## src/rtl/core/sem_pkg.sv

```systemverilog
`timescale 1ns / 1ps

package sem_pkg;

    localparam int NUM_CH   = 3;
    localparam int CH_W     = 8;
    localparam int PIX_W    = NUM_CH * CH_W;
    localparam int GRAD_W   = 11;
    localparam int SQ_W     = 2 * GRAD_W;
    localparam int SUM_W    = 16;
    localparam int ROOT_W   = SUM_W / 2;
    localparam int ROW_W    = 13;
    localparam int IWIDTH_W = 11;
    localparam int CFG_IDX_W  = 2;
    localparam int CFG_DATA_W = 13;

    // Largest sum whose rounded root still fits in eight bits.
    localparam int SAT_LIMIT = 65280;

    localparam logic [CFG_IDX_W-1:0] REG_IMAGE_WIDTH  = 2'd0;
    localparam logic [CFG_IDX_W-1:0] REG_IMAGE_HEIGHT = 2'd1;

    localparam logic CMD_PIXEL = 1'b0;
    localparam logic CMD_DRAIN = 1'b1;

    localparam logic [IWIDTH_W-1:0] WIDTH_RESET  = 11'd1024;
    localparam logic [ROW_W-1:0]    HEIGHT_RESET = 13'd768;

    typedef logic [PIX_W-1:0] sem_pix_t;
    typedef sem_pix_t [8:0] sem_win_t;

    typedef struct packed {
        logic             sat;
        logic [SUM_W-1:0] sum;
    } sem_sq_t;

    typedef enum logic [2:0] {
        ST_IDLE,
        ST_PIX_RD,
        ST_DR_ADDR,
        ST_DR_DATA,
        ST_EVAL,
        ST_SQR,
        ST_GO,
        ST_ROOT
    } sem_state_t;

endpackage

```

## src/rtl/core/sem_grad.sv

```systemverilog
`timescale 1ns / 1ps

module sem_grad (
    input  logic                                    aclk,
    input  sem_pkg::sem_win_t                       win,
    output sem_pkg::sem_sq_t [sem_pkg::NUM_CH-1:0]  sq
);

    logic signed [sem_pkg::GRAD_W-1:0] gx_reg [sem_pkg::NUM_CH];
    logic signed [sem_pkg::GRAD_W-1:0] gy_reg [sem_pkg::NUM_CH];
    logic signed [sem_pkg::GRAD_W-1:0] gx_next [sem_pkg::NUM_CH];
    logic signed [sem_pkg::GRAD_W-1:0] gy_next [sem_pkg::NUM_CH];
    sem_pkg::sem_sq_t [sem_pkg::NUM_CH-1:0] sq_reg;
    sem_pkg::sem_sq_t [sem_pkg::NUM_CH-1:0] sq_next;

    logic [sem_pkg::GRAD_W-1:0] v [sem_pkg::NUM_CH][9];
    logic [sem_pkg::GRAD_W-1:0] px [sem_pkg::NUM_CH];
    logic [sem_pkg::GRAD_W-1:0] nx [sem_pkg::NUM_CH];
    logic [sem_pkg::GRAD_W-1:0] py [sem_pkg::NUM_CH];
    logic [sem_pkg::GRAD_W-1:0] ny [sem_pkg::NUM_CH];
    logic signed [sem_pkg::SQ_W-1:0] sqx [sem_pkg::NUM_CH];
    logic signed [sem_pkg::SQ_W-1:0] sqy [sem_pkg::NUM_CH];
    logic [sem_pkg::SQ_W-1:0] sum [sem_pkg::NUM_CH];

    // First stage: Sobel sums per channel. Each signed side stays below 1024.
    always_comb begin
        for (int ch = 0; ch < sem_pkg::NUM_CH; ch++) begin
            for (int k = 0; k < 9; k++) begin
                v[ch][k] = sem_pkg::GRAD_W'(win[k][ch*sem_pkg::CH_W +: sem_pkg::CH_W]);
            end
            px[ch] = v[ch][2] + (v[ch][5] << 1) + v[ch][8];
            nx[ch] = v[ch][0] + (v[ch][3] << 1) + v[ch][6];
            py[ch] = v[ch][6] + (v[ch][7] << 1) + v[ch][8];
            ny[ch] = v[ch][0] + (v[ch][1] << 1) + v[ch][2];
            gx_next[ch] = $signed(px[ch] - nx[ch]);
            gy_next[ch] = $signed(py[ch] - ny[ch]);
        end
    end

    // Second stage: squared magnitude, saturated where the root would pass 255.
    always_comb begin
        for (int ch = 0; ch < sem_pkg::NUM_CH; ch++) begin
            sqx[ch] = gx_reg[ch] * gx_reg[ch];
            sqy[ch] = gy_reg[ch] * gy_reg[ch];
            sum[ch] = $unsigned(sqx[ch]) + $unsigned(sqy[ch]);
            sq_next[ch].sat = sum[ch] > sem_pkg::SQ_W'(sem_pkg::SAT_LIMIT);
            sq_next[ch].sum = sum[ch][sem_pkg::SUM_W-1:0];
        end
    end

    always_ff @(posedge aclk) begin
        for (int ch = 0; ch < sem_pkg::NUM_CH; ch++) begin
            gx_reg[ch] <= gx_next[ch];
            gy_reg[ch] <= gy_next[ch];
        end
        sq_reg <= sq_next;
    end

    assign sq = sq_reg;

endmodule

```

## config.mk

```make
export PLATFORM = sky130hd
export DESIGN_NAME = sem_grad
export DESIGN_NICKNAME = d
export VERILOG_FILES = /design/src/rtl/core/sem_pkg.sv /design/src/rtl/core/sem_grad.sv
export SDC_FILE = /design/constraint.sdc
export NUM_CORES = 2
export LEC_CHECK = 0
export BUFFER_PORTS_ARGS = -buffer_cell sky130_fd_sc_hd__buf_2
export CAP_MARGIN = 0
export CORE_MARGIN = 2
export CORE_UTILIZATION = 52
export CTS_BUF_LIST = sky130_fd_sc_hd__clkbuf_8 sky130_fd_sc_hd__clkbuf_16
export CTS_CLUSTER_DIAMETER = 100
export DETAILED_ROUTE_END_ITERATION = 10
export PLACE_DENSITY = 0.7
export RECOVER_POWER = 100
export SLEW_MARGIN = 20
export SYNTH_ARGS = -nofsm -noshare
export SYNTH_HDL_FRONTEND = slang
export SYNTH_SLANG_ARGS = --single-unit
```

## constraint.sdc

```tcl
create_clock -name aclk -period 9 [get_ports aclk]
set_clock_uncertainty 0.05 [all_clocks]
set_input_delay 2.25 -clock aclk [delete_from_list [all_inputs] [get_ports aclk]]
set_output_delay 2.25 -clock aclk [all_outputs]
set_load 0.01 [all_outputs]
```

Yosys cells after proc, flatten, opt, wreduce, memory -nomap -nowiden:

Memories as Yosys holds them, arrays and structs flattened.
Cells that the tools add are included.

* register bits after elaboration: 51
* bits in writable memories: 66
* logic and storage cells: 50
* memories: 2

* add/sub/neg operators: 33
* multiply operators: 6
* magnitude comparators: 3

Memory list
* gx_reg: words 3, bits a word 11, rd ports 3, clocked after Yosys merged registers in 0, write ports 3, line sem_grad.sv:9 `logic signed [sem_pkg::GRAD_W-1:0] gx_reg [sem_pkg::NUM_CH];`
* gy_reg: words 3, bits a word 11, rd ports 3, clocked after Yosys merged registers in 0, write ports 3, line sem_grad.sv:10 `logic signed [sem_pkg::GRAD_W-1:0] gy_reg [sem_pkg::NUM_CH];`

Operator list (count)
* 10-bit by 8-bit adder with 11-bit output: 12
* 11-bit by 11-bit multiplier with 22-bit output: 6
* 8-bit by 9-bit adder with 10-bit output: 12
* 22-bit adder: 3
* 22-bit by 16-bit > comparator with 1-bit output (second input constant): 3
* 11-bit subtractor: 6

Depth between registers and ports, before layout:

An unclocked memory read counts as a cell.

* depth in word-level cells: 4
* mapped depth: 25
* depth with buffers taken out: 24

Least setup slack after synthesis:

No wires, ideal clock.

* path kind: flip-flop to flip-flop
* start: mem gy_reg[0][21] (netlist bit)
* end: reg sq_reg, in the netlist sq[33]
* setup time: 0.134 ns
* arrival time: 6.599 ns
* slack: 2.217 ns
* cell stages (with the launch flop): 23
* clock period less this slack: 6.783 ns
* cells stage by stage: dfxtp_1 clkbuf_1 nand2_1 inv_1 fa_1 inv_1 fa_1 fa_1 inv_1 fa_1 fa_1 fa_1 inv_1 fa_1 inv_1 ha_1 and2_1 and4_1 a211oi_1 o31ai_1 xor2_1 a31oi_1 or4_1

RTL lines
* start: declaration: line sem_grad.sv:10
* end signal: assignment: line sem_grad.sv:56 `sq_reg <= sq_next;`
* end: declaration: line sem_grad.sv:13 `sem_pkg::sem_sq_t [sem_pkg::NUM_CH-1:0] sq_reg;`

==> results.py <==
metrics = {
    "status": {
        "status": "complete, no violations",
    },
    "drt": {
        "firstDrtPassIters": 5,
        "drt-vias-per-instance": 4.812,
        "drc_errors": 0,
        "wl_um": 70830,
        "antenna_left": 0,
        "drt-initial-drc-count": 779,
        "dr_total_vias": 22430,
        "wl_per_cell_um": 15.20,
    },
    "logic_synthesis": {
        "synth-simple-area-share": 0.07745,
        "synthAdderAreaFrac": 0.6354,
        "async_flop_share": 0,
        "syn_inst": 3575,
        "synth_compound_area_frac": 0.03966,
        "synth_area_um2": 34800,
        "synth_top_cell_by_area": "fa_1",
        "ys_seq_area_frac": 0.06731,
        "synth-edff-count": 0,
        "synth-main-ff-cell": "dfxtp_1",
        "synthXorXnorAreaFrac": 0.03628,
        "synth_mux_area_frac": 0.001726,
        "ys_warn_count": 0,
        "yosys-top-cells-area": "fa_1 52%, inv_1 14%, ha_1 12%",
        "synthDominantCellAreaShare": 0.5178,
        "synth.net_count": 5019,
        "avgSynthCellArea_um2": 9.733,
        "synth_top_family_by_area": "adder cells",
        "ys_seq_elements": 117,
        "synth_cell_types": 60,
    },
    "setup_path": {
        "endpoint_kind": "register",
        "reg2reg_setup_slack_ns": 1.39,
        "r2r-start": "gy_reg[0][0]",
        "cp_max_fo": 11,
        "critPathKind": "reg2reg",
        "crit_path_end": "sq[16]",
        "r2r_end": "sq[16]",
        "crit_start": "gy_reg[0][0]",
        "rr_worst_depth": 21,
        "critical_path_required_ns": 9.30,
        "cp-start-kind": "register",
        "cp.arrival_ns": 7.91,
    },
    "floorplanning": {
        "fp.dieH_um": 262.7,
        "die-area_um2": 69000,
        "start_util": 0.5274,
        "die_w_um": 262.7,
        "rows": 94,
        "core_area_um2": 65980,
        "io_pins": 268,
    },
    "final_layout": {
        "drive_gt1_frac": 0.06085,
        "fill_cells": 5838,
        "largest_reg_flops": 51,
        "fin_nets": 5229,
        "syn2layout_area_growth_pct": 7.526,
    },
    "cts": {
        "htree_num_levels": 4,
        "numCtsBuffers": 17,
        "cts-root-buf": "clkbuf_16",
        "postCtsHoldBufs": 0,
        "clk_latency_ns": 0.50,
        "cts_num_sinks": 117,
        "clockBufferDepth": 2,
        "post_cts_buffers": 0,
        "ctsResizeCount": 0,
        "cts_tree": "yes",
        "clk_pin_slew_worst_paths_ns": 0.07,
    },
    "global_route": {
        "grt_pass1_wl_um": 123700,
        "antenna_found_initial": 2,
        "grt-ovfl-total": 0,
        "grt_max_degree": 22,
        "grt.total_usage": 0.2266,
        "grt_pass1_vias": 25520,
    },
    "timing": {
        "finalSetupTns_ns": 0,
        "drv_slew": 0,
        "grt_setup_unrepaired": "no",
        "finalCritPeriodShare": 0.8453,
        "worst_pin_slew_ns": 0.8471,
        "slew_headroom": 0.4281,
        "period_needed_ns": 7.608,
        "finalHoldViolCount": 0,
        "fmax_mhz": 131.4,
        "finalSetupViolCount": 0,
    },
    "placed_design": {
        "hpwl_um": 63870,
        "portBuffers": 243,
        "gp_congestion": 0.8776,
    },
    "worst_hold_path": {
        "min-delay-path-class": "reg2reg",
    },
    "job": {
        "cap_violations": 0,
    },
}
==> synthesized netlist by cell type (all sizes together) (4+ instances only) <==
cell type / n
nand3b: 5
mux2i: 6
xnor2: 113
nand4: 4
a211oi: 18
dfxtp: 117
fa: 900
ha: 327
a31oi: 5
o311ai: 4
o22ai: 4
xor2: 26
o21bai: 11
nor2: 110
a21oi: 59
nand2b: 19
inv: 1259
o211ai: 4
nor2b: 63
nand2: 204
clkbuf: 59
o21ai: 43
and4: 5
a21o: 22
nor3: 4
and2: 117
o31ai: 6
and3: 5
o21a: 8
a21boi: 6
nand3: 10
==> kinds of logic (layout without fill, tap and decap cells) <==
group | Yosys count | count (layout)
AOI/OAI and AO/OA | 211 | 211
xor gates and xnor gates | 141 | 141
adders and majority gates | 1227 | 1227
buffers and inverters | 1318 | 1539
DFF | 117 | 117
muxes | 6 | 6
other | 0 | 1
and+or+nand+nor | 555 | 555
==> worst min-delay path by stage <==
stage                  startpoint     end  slack, ns  depth (start not counted)
global placement    gx_reg[0][22]  sq[35]       0.62                          1
CTS                 gx_reg[0][22]  sq[35]       0.63                          1
finish              gx_reg[0][22]  sq[35]       0.63                          1
detailed placement  gx_reg[0][22]  sq[35]       0.62                          1
global route        gx_reg[0][22]  sq[35]       0.67                          1
floorplan            gx_reg[0][0]   sq[1]       0.41                          1
==> cell usage in the layout (no fill, tap or decap), drive strengths merged, types with 59 or more instances in the layout <==
master,synthesis,final
nor2b,63,63
a21oi,59,59
inv,1259,1260
nor2,110,110
xnor2,113,113
dfxtp,117,117
clkbuf,59,77
buf,0,193
and2,117,117
nand2,204,204
fa,900,900
ha,327,327
==> worst max-delay path, cell delays in order, from the launching register on <==
cell and delay [ns]:
dfxtp_1 0.65, nand2_1 0.33, inv_1 0.44, fa_1 0.49
inv_1 0.07, fa_1 0.43, fa_1 0.52, inv_1 0.06
fa_1 0.59, fa_1 0.44, fa_1 0.49, inv_1 0.05
fa_1 0.47, inv_1 0.04, ha_1 0.37, nand3_1 0.08
o311ai_0 0.76, o221ai_1 0.35, o21ai_0 0.17, nand3_1 0.10
a2111oi_0 0.39, nand4_1 0.14
==> area by class of cell <==
type,count,area [µm²],share of cell area
clock buffers,20,466.7,0.01247
well taps,864,1081,0.02889
inverters,1259,4726,0.1263
diodes,1,2.502,0.00006688
repair buffers,250,1197,0.03200
clock inverters,10,107.6,0.002876
flip-flops and latches,117,2342,0.06260
multi-input cells,2140,27490,0.7348
==> routing by layer <==
layer	global-route usage	up-vias	share of wire
li1	-	10550	-
met1	0.2841	11340	0.42
met2	0.3967	439	0.50
met3	0.04010	99	0.048
met4	0.07596	4	0.031
met5	0	-	0.00025
==> per-stage QoR <==
| step | utilization | worst slack [ns] | area (µm²) | instances | hold WS, ns |
|---|---|---|---|---|---|
| final | 0.5671 | 1.392 | 37410 | 4661 | 0.6336 |
| after global routing | 0.5670 | 0.9271 | 37410 | 4660 | 0.6667 |
| after CTS | 0.5683 | 1.546 | 37500 | 4660 | 0.6345 |
| after detailed placement | 0.5596 | 1.562 | 36920 | 4630 | 0.6192 |
| after global placement | 0.5596 | 1.627 | 36920 | 4630 | 0.6157 |
| after floorplan | - | 2.217 | 34800 | 3575 | 0.4088 |
Power is left out: the tool's default activity adds up to more than one toggle a clock period on the data nets, which glitch-free logic cannot reach.
