$ cat src/rtl/core/sem_pkg.sv
`timescale 1ns / 1ps

package sem_pkg;

    localparam int NUM_CH   = 3;
    localparam int CH_W     = 8;
    localparam int PIX_W    = NUM_CH * CH_W;
    localparam int GRAD_W   = 11;
    localparam int SQ_W     = 2 * GRAD_W;
    localparam int SUM_W    = 16;
    localparam int ROOT_W   = SUM_W / 2;
    localparam int ROW_W    = 13;
    localparam int IWIDTH_W = 11;
    localparam int CFG_IDX_W  = 2;
    localparam int CFG_DATA_W = 13;

    // Largest sum whose rounded root still fits in eight bits.
    localparam int SAT_LIMIT = 65280;

    localparam logic [CFG_IDX_W-1:0] REG_IMAGE_WIDTH  = 2'd0;
    localparam logic [CFG_IDX_W-1:0] REG_IMAGE_HEIGHT = 2'd1;

    localparam logic CMD_PIXEL = 1'b0;
    localparam logic CMD_DRAIN = 1'b1;

    localparam logic [IWIDTH_W-1:0] WIDTH_RESET  = 11'd1024;
    localparam logic [ROW_W-1:0]    HEIGHT_RESET = 13'd768;

    typedef logic [PIX_W-1:0] sem_pix_t;
    typedef sem_pix_t [8:0] sem_win_t;

    typedef struct packed {
        logic             sat;
        logic [SUM_W-1:0] sum;
    } sem_sq_t;

    typedef enum logic [2:0] {
        ST_IDLE,
        ST_PIX_RD,
        ST_DR_ADDR,
        ST_DR_DATA,
        ST_EVAL,
        ST_SQR,
        ST_GO,
        ST_ROOT
    } sem_state_t;

endpackage

$ cat src/rtl/core/sem_root.sv
`timescale 1ns / 1ps

module sem_root (
    input  logic                        aclk,
    input  logic                        aresetn,
    input  logic                        start,
    input  sem_pkg::sem_sq_t            sq_in,
    output logic                        done,
    output logic [sem_pkg::ROOT_W-1:0]  mag
);

    localparam int STEP_W = $clog2(sem_pkg::ROOT_W);
    localparam int REM_W  = sem_pkg::ROOT_W + 1;
    localparam int TRY_W  = REM_W + 2;

    logic                       run_reg, run_next;
    logic                       done_reg, done_next;
    logic [STEP_W-1:0]          step_reg, step_next;
    logic [sem_pkg::SUM_W-1:0]  acc_reg, acc_next;
    logic [REM_W-1:0]           rem_reg, rem_next;
    logic [sem_pkg::ROOT_W-1:0] q_reg, q_next;
    logic                       sat_reg, sat_next;

    logic [TRY_W-1:0] rem_sh;
    logic [TRY_W-1:0] trial;
    logic             round_up;

    // Restoring square root, two radicand bits in and one root bit out per cycle.
    // The remainder never exceeds twice the partial root, so it fits in REM_W bits.
    always_comb begin
        run_next  = run_reg;
        done_next = done_reg;
        step_next = step_reg;
        acc_next  = acc_reg;
        rem_next  = rem_reg;
        q_next    = q_reg;
        sat_next  = sat_reg;
        rem_sh    = {rem_reg, acc_reg[sem_pkg::SUM_W-1 -: 2]};
        trial     = {1'b0, q_reg, 2'b01};
        if (start) begin
            run_next  = 1'b1;
            done_next = 1'b0;
            step_next = '0;
            acc_next  = sq_in.sum;
            rem_next  = '0;
            q_next    = '0;
            sat_next  = sq_in.sat;
        end else if (run_reg) begin
            acc_next = acc_reg << 2;
            if (rem_sh >= trial) begin
                rem_next = REM_W'(rem_sh - trial);
                q_next   = {q_reg[sem_pkg::ROOT_W-2:0], 1'b1};
            end else begin
                rem_next = REM_W'(rem_sh);
                q_next   = {q_reg[sem_pkg::ROOT_W-2:0], 1'b0};
            end
            step_next = step_reg + STEP_W'(1);
            if (step_reg == STEP_W'(sem_pkg::ROOT_W - 1)) begin
                run_next  = 1'b0;
                done_next = 1'b1;
            end
        end
    end

    always_ff @(posedge aclk) begin
        if (!aresetn) begin
            run_reg  <= 1'b0;
            done_reg <= 1'b0;
            step_reg <= '0;
        end else begin
            run_reg  <= run_next;
            done_reg <= done_next;
            step_reg <= step_next;
        end
        acc_reg <= acc_next;
        rem_reg <= rem_next;
        q_reg   <= q_next;
        sat_reg <= sat_next;
    end

    // With s = q*q + rem, rounding up is needed exactly when rem > q.
    assign round_up = rem_reg > REM_W'(q_reg);
    assign done     = done_reg;
    assign mag      = sat_reg ? '1 : q_reg + sem_pkg::ROOT_W'(round_up);

endmodule

$ cat config.mk
export PLATFORM = sky130hd
export DESIGN_NAME = sem_root
export DESIGN_NICKNAME = d
export VERILOG_FILES = /design/src/rtl/core/sem_pkg.sv /design/src/rtl/core/sem_root.sv
export SDC_FILE = /design/constraint.sdc
export NUM_CORES = 1
export LEC_CHECK = 0
export BUFFER_PORTS_ARGS = -buffer_cell sky130_fd_sc_hd__buf_4
export CORE_AREA = 2 2 70 72
export CTS_BUF_LIST = sky130_fd_sc_hd__clkbuf_4 sky130_fd_sc_hd__clkbuf_8
export CTS_CLUSTER_DIAMETER = 30
export DETAILED_ROUTE_END_ITERATION = 6
export DIE_AREA = 0 0 72 74
export HOLD_SLACK_MARGIN = 0.1
export PLACE_DENSITY = 0.81
export SLEW_MARGIN = 10
export SYNTH_ARGS = -nofsm -noshare
export SYNTH_HDL_FRONTEND = slang
export SYNTH_SLANG_ARGS = --single-unit
$ cat constraint.sdc
create_clock -name aclk -period 3.9 [get_ports aclk]
set_input_delay 0.39 -clock aclk [delete_from_list [all_inputs] [get_ports aclk]]
set_output_delay 0.39 -clock aclk [all_outputs]
set_load 0.02 [all_outputs]
After elaboration in Yosys (flattened, before gate mapping)

Index checks and enable logic that the tools add are counted.

Add/sub/neg operators: 3
Magnitude comparators: 2
Eq/ne operators: 1
Mux-type cells: 8
Bitwise operators: 1
Reduce and logical (&&, ||, !) cells: 3

Operators with widths:

| kind                                                           | number |
|---|---|
| 16-bit 2-to-1 mux                                              | 2 |
| 11-bit by 10-bit greater-or-equal comparator with 1-bit output | 1 |
| 9-bit by 8-bit > comparator with 1-bit output                  | 1 |
| 9-bit 2-to-1 mux                                               | 1 |
| 9-bit subtractor                                               | 1 |
| 8-bit by 1-bit adder with 8-bit output                         | 1 |
| 8-bit 2-to-1 mux                                               | 1 |
| 1-bit 2-to-1 mux                                               | 4 |
| 3-bit by 1-bit adder with 3-bit output, second input constant  | 1 |
| 3-bit equality test, second input constant                     | 1 |
| 2-bit AND reduction                                            | 1 |
| 2-bit nonzero test                                             | 1 |
| 2-bit OR reduction                                             | 1 |
| 1-bit NOT                                                      | 1 |

Flip-flop bits (word level): 39
Input bits: 20
Output and inout port bits: 9
Logic and storage cells: 25

Depth between registers and ports, before layout

Depth in word-level cells: 4
Mapped depth: 13
Depth with buffers taken out: 13

Worst setup path after synthesis

Ideal clock, no wire load.

Kind: register to output
Start point: reg q_reg[3] in the netlist's numbering
End point: out mag[6] in the netlist's numbering
Data arrival time: 2.545 ns
Data required time: 3.510 ns
Slack: 0.965 ns
Stages on the path, launching flop included: 13
Buffers on the path: 0
Cell sequence: dfxtp_1 inv_1 ha_1 nand2_1 o21ai_1 o21bai_1 a21oi_1 a21oi_1 ha_1 ha_1 nand2_1 o21ai_0 or3b_2

Word-level cells in the longest chain between the ends: 3

RTL lines:

| element                                       | RTL line       | RTL |
|---|---|---|
| start: declaration                            | sem_root.sv:21 | `logic [sem_pkg::ROOT_W-1:0] q_reg, q_next;` |
| start signal: assignment                      | sem_root.sv:77 | `q_reg <= q_next;` |
| 9-bit by 8-bit > comparator with 1-bit output | sem_root.sv:82 | `assign round_up = rem_reg > REM_W'(q_reg);` |
| 8-bit by 1-bit adder with 8-bit output (*)    | sem_root.sv:84 | `assign mag = sat_reg ? '1 : q_reg + sem_pkg::ROOT_W'(round_up);` |
| 8-bit 2-to-1 mux (*)                          | sem_root.sv:84 |  |
| end: declaration                              | sem_root.sv:9  | `output logic [sem_pkg::ROOT_W-1:0] mag` |

Mark *: on every way between the ends. The rest lies on a longest branch, timed or not.

Final worst setup path

Same ends and word-level chain as after synthesis.

==> out/results.txt <==
Sequential share of the synthesized area = 42.7%
Final Hold Vio Count = 0
Worst endpoint data arrival time = 3240 ps
Worst min path class = in -> reg
PortBufs = 28
Worst-margin pin slew = 640 ps
Worst clock skew = 6.57 ps
Post-synthesis mux area share = 11.6%
Post-Synth Adder-Cell Area = 8.43%
Cell count of the worst reg-to-reg path = 7
Number of warnings printed during yosys synthesis = 0
Post-synth EDFFs = 17
Routed vias = 1649
Leading post-synthesis cells by cell area = edfxtp_1 (23%), dfxtp_1 (20%), ha_1 (8.4%)
Headroom to the max-slew limit = 57.2%
I/O pin cnt = 29
Area delta synth->final = 16.2%
Clock input transition at the sequential cells of the worst setup and hold paths = 70 ps
Die extent in x = 72 um
Total of max-cap violations = 0
Peak VDD IR = 0.349 mV
Gpl congestion = 0.841
Synthesized-area fraction occupied by ao, oa, aoi and oai cells = 13.6%
Half-perimeter wire length of the detailed placement result = 3050 um
Leak = 1.03 nW
Critical path type = reg -> out
Total of endpoints with negative setup slack in the final report = 0
Number of setup buffers added after CTS = 0
Power density relative to cell area = 655 mW/mm^2
Number of standard cells after synthesis = 215
Clock tree from TritonCTS = built
Final worst-path cycle share = 93.0%
Drt total wl = 4070 um
Critical Path Sink Type = output pin
Global-route wire length before repair = 6980 um
Post-synth net total = 250
Number of buffers inserted during clock tree synthesis = 5
Share of cells above drive strength 1 = 26.4%
Worst R2R Start = q_reg[6]
Synthesized area = 0.00223 mm^2
Count of different cell masters after synthesis = 44
Type of element launching the critical path = register
Maximum fanout along the worst path = 7
Clock latency on the worst-skew pair = 300 ps
Drt via density = 5.50
Max reg flops = 16
Antenna violations before repair = 0
# H-tree levels = 2
Area leader, netlist = edfxtp_1
Reg-to-Reg End = rem_reg[6]
Xor/xnor cell area share of the yosys netlist = 3.93%
Detailed Routing Iterations Pass 1 = 4
Number of buffers on the longest clock path = 2
# rows = 25
Non-Filler Cell Area, Final = 0.00259 mm^2
Share of synthesized registers carrying an async set or reset = 0%
# DRC = 0
Post-layout net count = 280
Total congestion overflow = 0
Capturing instance or port of the critical path = mag[6]
Die height = 74 um
Placed cell areas = 0.00249 mm^2
Total routing resource utilization after global routing = 16.8%
Area of the core = 0.00460 mm^2
Minimum clock period = 3630 ps
Initial Utilization = 48.4%
CTS resizes = 0
Count of routing violations after the opening detailed-route iteration = 65
Count of antenna-violating nets left after detailed routing = 0
Total Die Area = 0.00533 mm^2
Count of pins over their slew limit = 0
Total Negative Setup Slacks = 0 ps
Count of clock tree sinks = 39
Register bit total from synthesis = 39
Outcome = finished clean
Cts hold-fix bufs = 0
Avg Inst Size Synth = 10.4 um^2
Detail-routed net length per standard cell = 13.6 um
Root buffer cell = clkbuf_8
Antenna fix cells = 0
Pin count of the biggest net entering global routing = 35
Vias in the first global route = 1605
Combinational family with the most area after synthesis = simple AND/OR/NAND/NOR gates
Origin of the worst setup path = q_reg[3]
Setup slack of the most critical reg-to-reg path = 1580 ps
Setup repair after global routing missed its margin = false
Highest Clock Rate = 276 MHz
Area share of and/or/nand/nor cells after synthesis = 16.5%
Required time reported for the critical path endpoint = 3510 ps
Fraction of synthesized cell area taken by the top area cell type = 22.9%
Primary flip-flop cell chosen by synthesis mapping = dfxtp_1
## critical path: stages (launching register included)
cell	delay [ps]
dfxtp_1	400
inv_1	100
ha_1	400
nand2_1	80
o21ai_1	330
o21bai_1	170
a21oi_1	80
a21oi_1	160
ha_1	200
ha_1	190
nand2_1	90
o21ai_0	130
or3b_2	450
buf_4	170
## kinds of logic after synthesis
group | Yosys count
AO/OA/AOI/OAI | 37
adder cells (fa/ha/maj) | 15
AND/OR/NAND/NOR | 71
XOR/XNOR | 10
multiplexers | 24
buffers and inverters | 19
flip-flops | 39
## cells in the mapped netlist (all sizes together), types with 2 or more instances
cell type / count
edfxtp: 17
a31oi: 2
a21oi: 6
mux2: 14
or2: 4
and2: 2
o221ai: 2
xnor2: 10
o21bai: 2
nor2b: 5
nor3: 5
ha: 15
o21a: 3
nand2b: 8
a21o: 2
o21ai: 7
nand3: 8
a311oi: 3
nor4: 2
a32oi: 2
nor2: 19
dfxtp: 22
mux2i: 10
buf: 5
inv: 13
a221o: 2
nand2: 11
## per-layer routing
| metal | wire length (um) | track usage [%] | up-vias |
|---|---|---|---|
| met2 | 1970 | 28.3 | 34 |
| met3 | 188 | 4.47 | 6 |
| met4 | 51 | 6.50 | 0 |
| li1 | - | - | 843 |
| met1 | 1860 | 20.8 | 766 |
| met5 | 0 | 0 | - |
## worst min-delay path by stage
stage / start / endpoint / slack [ps] / cells past startpoint
after floorplan: rem_reg[7] / rem_reg[7] / 440 / 2
after global placement: done / done / 460 / 2
after detailed placement: done / done / 470 / 2
after CTS: sq_in[16] / sat_reg / 270 / 1
after global routing: sq_in[16] / sat_reg / 270 / 1
final: sq_in[16] / sat_reg / 280 / 1
## placed cells by master, fill, tap and decap left out, types with 2 or more instances in the layout
cell type | synthesis | final
and2_1 | 2 | 2
mux2i_1 | 10 | 10
mux2_2 | 14 | 14
inv_1 | 13 | 13
nor2b_1 | 5 | 5
o21ai_0 | 6 | 6
nor2_1 | 19 | 19
xnor2_1 | 10 | 10
nand2b_1 | 8 | 8
a21o_1 | 2 | 2
nor3_1 | 5 | 5
nand3_1 | 8 | 8
edfxtp_1 | 17 | 17
a32oi_1 | 2 | 2
nor4_1 | 2 | 2
dfxtp_1 | 22 | 22
ha_1 | 15 | 15
clkbuf_8 | 0 | 6
o21a_1 | 3 | 3
a311oi_2 | 3 | 3
buf_4 | 0 | 29
o221ai_1 | 2 | 2
o21bai_1 | 2 | 2
or2_2 | 4 | 4
a21oi_1 | 6 | 6
nand2_1 | 11 | 11
## area by class of cell
class,count,area (um^2)
clock inverters,2,16.3
flip-flops and latches,39,951
multi-input cells,157,1200
inverters,13,48.8
clock buffers,6,82.6
well taps,54,67.6
repair buffers,29,218
fillers,403,2010
## stage by stage
stage	utilization, %	hold slack (ps)	setup slack (ps)	std cells	total power [mW]
final	56.3	278	274	300	1.69
after global routing	56.3	273	31.8	300	1.81
after CTS	56.3	275	264	300	1.70
after detailed placement	54.1	468	586	292	1.41
after global placement	54.1	457	703	292	1.39
after floorplan	-	439	965	215	1.20
## report_power, final
part           switching (mW)  internal [mW]
logic                   0.490          0.379
clock network           0.149          0.144
registers              0.0441          0.489
No activity file was read; power rests on OpenSTA's default activity.
